===== src/hw/rtl/homography_point_projector_macros.svh =====
// Assertion macros shared by the homography point projector RTL.
`ifndef HOMOGRAPHY_POINT_PROJECTOR_MACROS_SVH
`define HOMOGRAPHY_POINT_PROJECTOR_MACROS_SVH
`ifndef SYNTHESIS
// Same-cycle implication, checked at every rising clock edge outside reset.
`define HPP_ASSERT_SAME(lbl, ante, cons, msg) \
	lbl: assert property (@(posedge clk) disable iff (!arst_n) (ante) |-> (cons)) \
		else $error(msg);
// Next-cycle implication, checked at every rising clock edge outside reset.
`define HPP_ASSERT_NEXT(lbl, ante, cons, msg) \
	lbl: assert property (@(posedge clk) disable iff (!arst_n) (ante) |=> (cons)) \
		else $error(msg);
`else
`define HPP_ASSERT_SAME(lbl, ante, cons, msg)
`define HPP_ASSERT_NEXT(lbl, ante, cons, msg)
`endif
`endif


===== src/hw/rtl/hpp_pkg.sv =====
// Types and constants for the homography point projector.
package hpp_pkg;

	localparam int CoefW  = 21;
	localparam int PointW = 16;
	localparam int RowW   = 63;
	localparam int ProdW  = CoefW + PointW;  // 37-bit signed product
	localparam int SumW   = ProdW + 1;       // 38-bit signed dot product
	localparam int MagW   = SumW - 1;        // magnitude of a dot product
	localparam int NumW   = MagW + 6;        // 32*|n| + |w|
	localparam int DivW   = MagW + 1;        // 2*|w|
	localparam int QuoW   = 24;              // quotient bits, one per cell
	localparam int OutW   = 24;

	localparam logic [1:0] CFG_ROW_X = 2'd0;
	localparam logic [1:0] CFG_ROW_Y = 2'd1;
	localparam logic [1:0] CFG_ROW_W = 2'd2;

	localparam logic [OutW-1:0] OUT_POS_MAX = 24'h7FFFFF;
	localparam logic [OutW-1:0] OUT_NEG_MIN = 24'h800000;

	// Partial state of one division lane as it walks down the cell chain
	typedef struct packed {
		logic [DivW-1:0] rem;
		logic [QuoW-1:0] nrest;
		logic [QuoW-1:0] quo;
		logic [DivW-1:0] dvs;
	} div_lane_t;

	// Per-beat control that travels alongside the division lanes
	typedef struct packed {
		logic vld;
		logic deg;
		logic neg_x;
		logic neg_y;
		logic ovf_x;
		logic ovf_y;
	} beat_ctrl_t;

endpackage


===== src/hw/rtl/hpp_div_cell.sv =====
// One restoring-division cell: retires one quotient bit per beat.
module hpp_div_cell (
	input  logic               clk,
	input  logic               en,
	input  hpp_pkg::div_lane_t lane_in,
	output hpp_pkg::div_lane_t lane_out
);
	import hpp_pkg::*;

	logic [DivW:0]   trial;
	logic [DivW:0]   diff;
	logic            take;
	div_lane_t       nxt;

	// Shift the next numerator bit into the remainder and try a subtract
	always_comb begin
		trial = {lane_in.rem, lane_in.nrest[QuoW-1]};
		diff  = trial - {1'b0, lane_in.dvs};
		take  = !diff[DivW];
		nxt.rem   = take ? diff[DivW-1:0] : trial[DivW-1:0];
		nxt.nrest = {lane_in.nrest[QuoW-2:0], 1'b0};
		nxt.quo   = {lane_in.quo[QuoW-2:0], take};
		nxt.dvs   = lane_in.dvs;
	end

	always_ff @(posedge clk) begin
		if (en) begin
			lane_out <= nxt;
		end
	end

endmodule

===== config.mk =====
export PLATFORM = sky130hd
export DESIGN_NAME = hpp_div_cell
export DESIGN_NICKNAME = d
export VERILOG_FILES = /design/src/hw/rtl/homography_point_projector_macros.svh /design/src/hw/rtl/hpp_pkg.sv /design/src/hw/rtl/hpp_div_cell.sv
export SDC_FILE = /design/constraint.sdc
export NUM_CORES = 1
export LEC_CHECK = 0
export BUFFER_PORTS_ARGS = -buffer_cell sky130_fd_sc_hd__buf_2
export CAP_MARGIN = 15
export CORE_UTILIZATION = 45
export CTS_BUF_LIST = sky130_fd_sc_hd__clkbuf_16
export CTS_CLUSTER_DIAMETER = 120
export DETAILED_ROUTE_END_ITERATION = 8
export HOLD_SLACK_MARGIN = 0.12
export PLACE_DENSITY_LB_ADDON = 0.12
export SLEW_MARGIN = 5
export SYNTH_ARGS = -nofsm -noshare
export SYNTH_HDL_FRONTEND = slang
export SYNTH_SLANG_ARGS = --single-unit

===== constraint.sdc =====
create_clock -name clk -period 3.2 [get_ports clk]
set_input_delay 0.48 -clock clk [delete_from_list [all_inputs] [get_ports clk]]
set_output_delay 0.48 -clock clk [all_outputs]
set_load 0.005 [all_outputs]

# Word-level counts from Yosys, hierarchy flattened
# Cells that the tools add are included.
# classes
reduce_logical,1
n_addsub,1
n_mux,1
# ops
operator,n
subtractor 39 x 38 -> 39 bit,1
2-to-1 mux 38 bit,1
zero test 1 bit,1
# word_totals
ff_bits,123
elab_cells,7
in_bits,126
output_inout_bits,124

# Longest topological paths before layout
# logic_depth
depth_word,2
mapped_depth,13
depth_no_buf,12

# Worst setup path before layout
# OpenSTA, ideal clock, no wires.
# synth_path
path_kind,input to register
startpoint,input lane_in[14] (netlist bit)
endpoint,"register lane_out[100] (netlist bit), data pin"
n_path_buf,1
setup_time_ns,0.260
stages,12
required_ns,2.940
path_slack_ns,-0.241
arrival_time_ns,3.181
cell_sequence,inv_1 -> ha_1 -> or2_2 -> a31oi_2 -> nor3_1 -> or4_4 -> and3_4 -> or4_4 -> nand4_4 -> inv_6 -> buf_12 -> mux2_4
# synth_rtl
element,line,rtl
from (decl),hpp_div_cell.sv:5,"input hpp_pkg::div_lane_t lane_in,"
to (signal assigned),hpp_div_cell.sv:28,lane_out <= nxt;
to (decl),hpp_div_cell.sv:6,output hpp_pkg::div_lane_t lane_out

==> flow_metrics.tcl <==
set metrics [dict create \
    syn_nets 696 \
    path_class "in -> reg" \
    power_switching_mw 1.31 \
    firstDrtPassIters 4 \
    fin_crit_ns 3.05 \
    setup_slack_ns 0.147 \
    crit_fanout 12 \
    comb_power_share_pct 23.7 \
    drive_gt1_share_pct 49.8 \
    htree_levels 4 \
    power_frac_clock_pct 35.8 \
    start_util_pct 46.1 \
    grt_use_total_pct 21.5 \
    timing.final.crit_share_pct 95.4 \
    vias 5399 \
    muxShareOfSynthArea_pct 8.20 \
    remaining_drc_errors 0 \
    p_total_mw 4.97 \
    dieArea_um2 15400 \
    cts_tree "built" \
    worstMarginPinSlew_ns 0.580 \
    dp_hpwl_mm 12.9 \
    synth_flop_cell "edfxtp_1" \
    row_count 44 \
    viasPerCell 5.10 \
    p_per_area_nw_per_um2 524 \
    min_from "lane_in[53]" \
    cts_setup_buffers 0 \
    die_w_um 124 \
    p_leak_nw 4.36 \
    synthArstFlopShare_pct 0 \
    startpoint_type "input pin" \
    coreArea_um2 14500 \
    seq_area_frac_synth_pct 55.1 \
    largest_register "lane_out" \
    ys_ff_latch 123 \
    synth-simple-area-share_pct 9.08 \
    ant_nets 0 \
    fillers 1141 \
    cts_resized 0 \
    ys_types 60 \
    status "finished, final reports clean" \
    drt_wl_total_mm 16.5 \
    endpoint_kind "flop" \
    relSlewSlack_pct 60.8 \
    nets 1028 \
    synth_xor_area_share_pct 3.53 \
    preCtsSetupSlack_ns -0.348 \
    cts_buffers 17 \
    ir_drop_uv 310 \
    setup_viol 0 \
    synthToLayoutAreaGrowth_pct 41.7 \
    syn-cell-area_um2 6700 \
    top_regs "lane_out (123)" \
    fmax_ghz 0.328 \
    arrival_ns 3.21 \
    cts_buffer_depth 2 \
    io_buffers 247 \
    synth_compound_area_share_pct 12.4 \
    synth_edf_count 123 \
    routabilityCongestion 0.843 \
    hold_class "in -> reg" \
    startpoint "lane_in[12]" \
    slew_violations 0 \
    rsz0062_at_grt "no" \
    io_pins 250 \
    grt_pass1_wl_mm 25.1 \
    clock_tree.root_cell "clkbuf_16" \
    antenna_cells 0 \
    overflow 0 \
    syn-instance-count 531 \
    swShare_pct 26.3 \
    die_h_um 124 \
    grt_pass1_vias 5296 \
    seqPwrFrac_pct 40.6 \
    synth_fa_ha_area_share_pct 7.40 \
    crit_required_ns 3.36 \
    internal-power_mw 3.66 \
    synth_top_family_by_area "compound AO/OA/AOI/OAI gates" \
    grt_start_max_net_pins 45 \
    path_clk_slew_ns 0.06 \
    drt_iter0_drc 241 \
    antenna_found_initial 0 \
    cap_violations 0 \
    ctsHoldBuffers 0 \
    avgSynthCellArea_um2 12.6 \
    finalSetupTns_ns 0 \
    largest_reg_flops 123 \
    hold_viol 0 \
    wl_per_cell_um 15.6 \
    cts_sinks 123 \
    synth_warnings 0 \
]
[cells in the final DEF, fill, tap and decap left out, drive strengths merged, types with 3 or more instances in the layout]
cell,synthesis,routed
a21o,19,19
clkbuf,7,17
nand3,8,8
nor2,31,31
nand2,31,31
a21oi,34,34
o21bai,4,4
a211oi,5,5
edfxtp,123,123
nor3,7,7
nand2b,5,5
or2,4,4
ha,38,38
a311oi,3,3
o21a,6,6
inv,48,50
mux2i,5,5
xor2,11,11
buf,4,324
and3,5,5
o21ai,20,20
a31oi,7,7
or3,6,6
nand4,5,5
o211ai,4,4
xnor2,16,16
a211o,5,5
clkinv,0,9
mux2,35,35
o22ai,3,3
nor2b,5,5
[logic make-up after synthesis]
group / Yosys count
adders and majority gates: 39
muxes: 40
AOI/OAI and AO/OA: 124
DFF: 123
and+or+nand+nor: 118
buffers and inverters: 59
other: 1
xor gates and xnor gates: 27
[layout make-up]
cell class	instances	area [um^2]	share of cell area (%)
repair buffers	324	1870	19.7
well taps	184	230	2.43
clock inverters	14	123	1.29
inverters	48	185	1.95
clock buffers	17	425	4.48
multi-input cells	349	2970	31.3
flip-flops and latches	123	3690	38.9
[stage by stage]
step	hold slack, ns	cell area (um^2)	cells	utilization [%]
global placement	0.657	8940	1028	61.5
floorplan	0.579	6940	531	-
global route	0.216	9490	1059	65.3
detailed placement	0.658	8940	1028	61.5
CTS	0.216	9480	1059	65.3
finish	0.238	9490	1059	65.3
[power by group through the flow]
stage	Combinational [mW]	Clock, mW	Sequential (mW)
global route	1.30	1.88	2.03
finish	1.18	1.78	2.02
floorplan	0.643	0	2.07
global placement	1.16	0	2.04
CTS	1.19	1.82	2.02
detailed placement	1.18	0	2.05
[per-layer routing]
metal / part of all wire, % / track usage (%)
met5: 0 / 0
met4: 0.99 / 6.92
met3: 7.1 / 5.49
met2: 50 / 37.3
met1: 42 / 26.1
[final timing paths]
check                      endpoint  cells after the start
worst max-delay path  lane_out[120]                     13
worst min-delay path   lane_out[54]                      1
[cell usage after synthesis (6+ instances only)]
| master | instances | area [um^2] |
|---|---|---|
| a21o_1 | 18 | 135 |
| a21oi_1 | 34 | 170 |
| a31oi_1 | 6 | 37.5 |
| clkbuf_1 | 7 | 26.3 |
| edfxtp_1 | 123 | 3690 |
| ha_1 | 38 | 475 |
| inv_1 | 47 | 176 |
| mux2_2 | 7 | 78.8 |
| mux2_4 | 28 | 420 |
| nand2_1 | 31 | 116 |
| nand3_1 | 8 | 40.0 |
| nor2_1 | 31 | 116 |
| nor3_1 | 7 | 35.0 |
| o21a_1 | 6 | 45.0 |
| o21ai_0 | 20 | 100 |
| xnor2_1 | 16 | 140 |
| xor2_1 | 11 | 96.3 |
[critical path: stages]
cell and delay [ns]:
buf_2 0.11, inv_1 0.09, ha_4 0.21, and3_4 0.18, nand4_1 0.20, nor3b_2 0.09, or4_4 0.52, and3_4 0.19
o311ai_2 0.29, nand4_4 0.16, inv_6 0.18, buf_4 0.19, mux2_4 0.30
No activity file was read; power rests on OpenSTA's default activity.
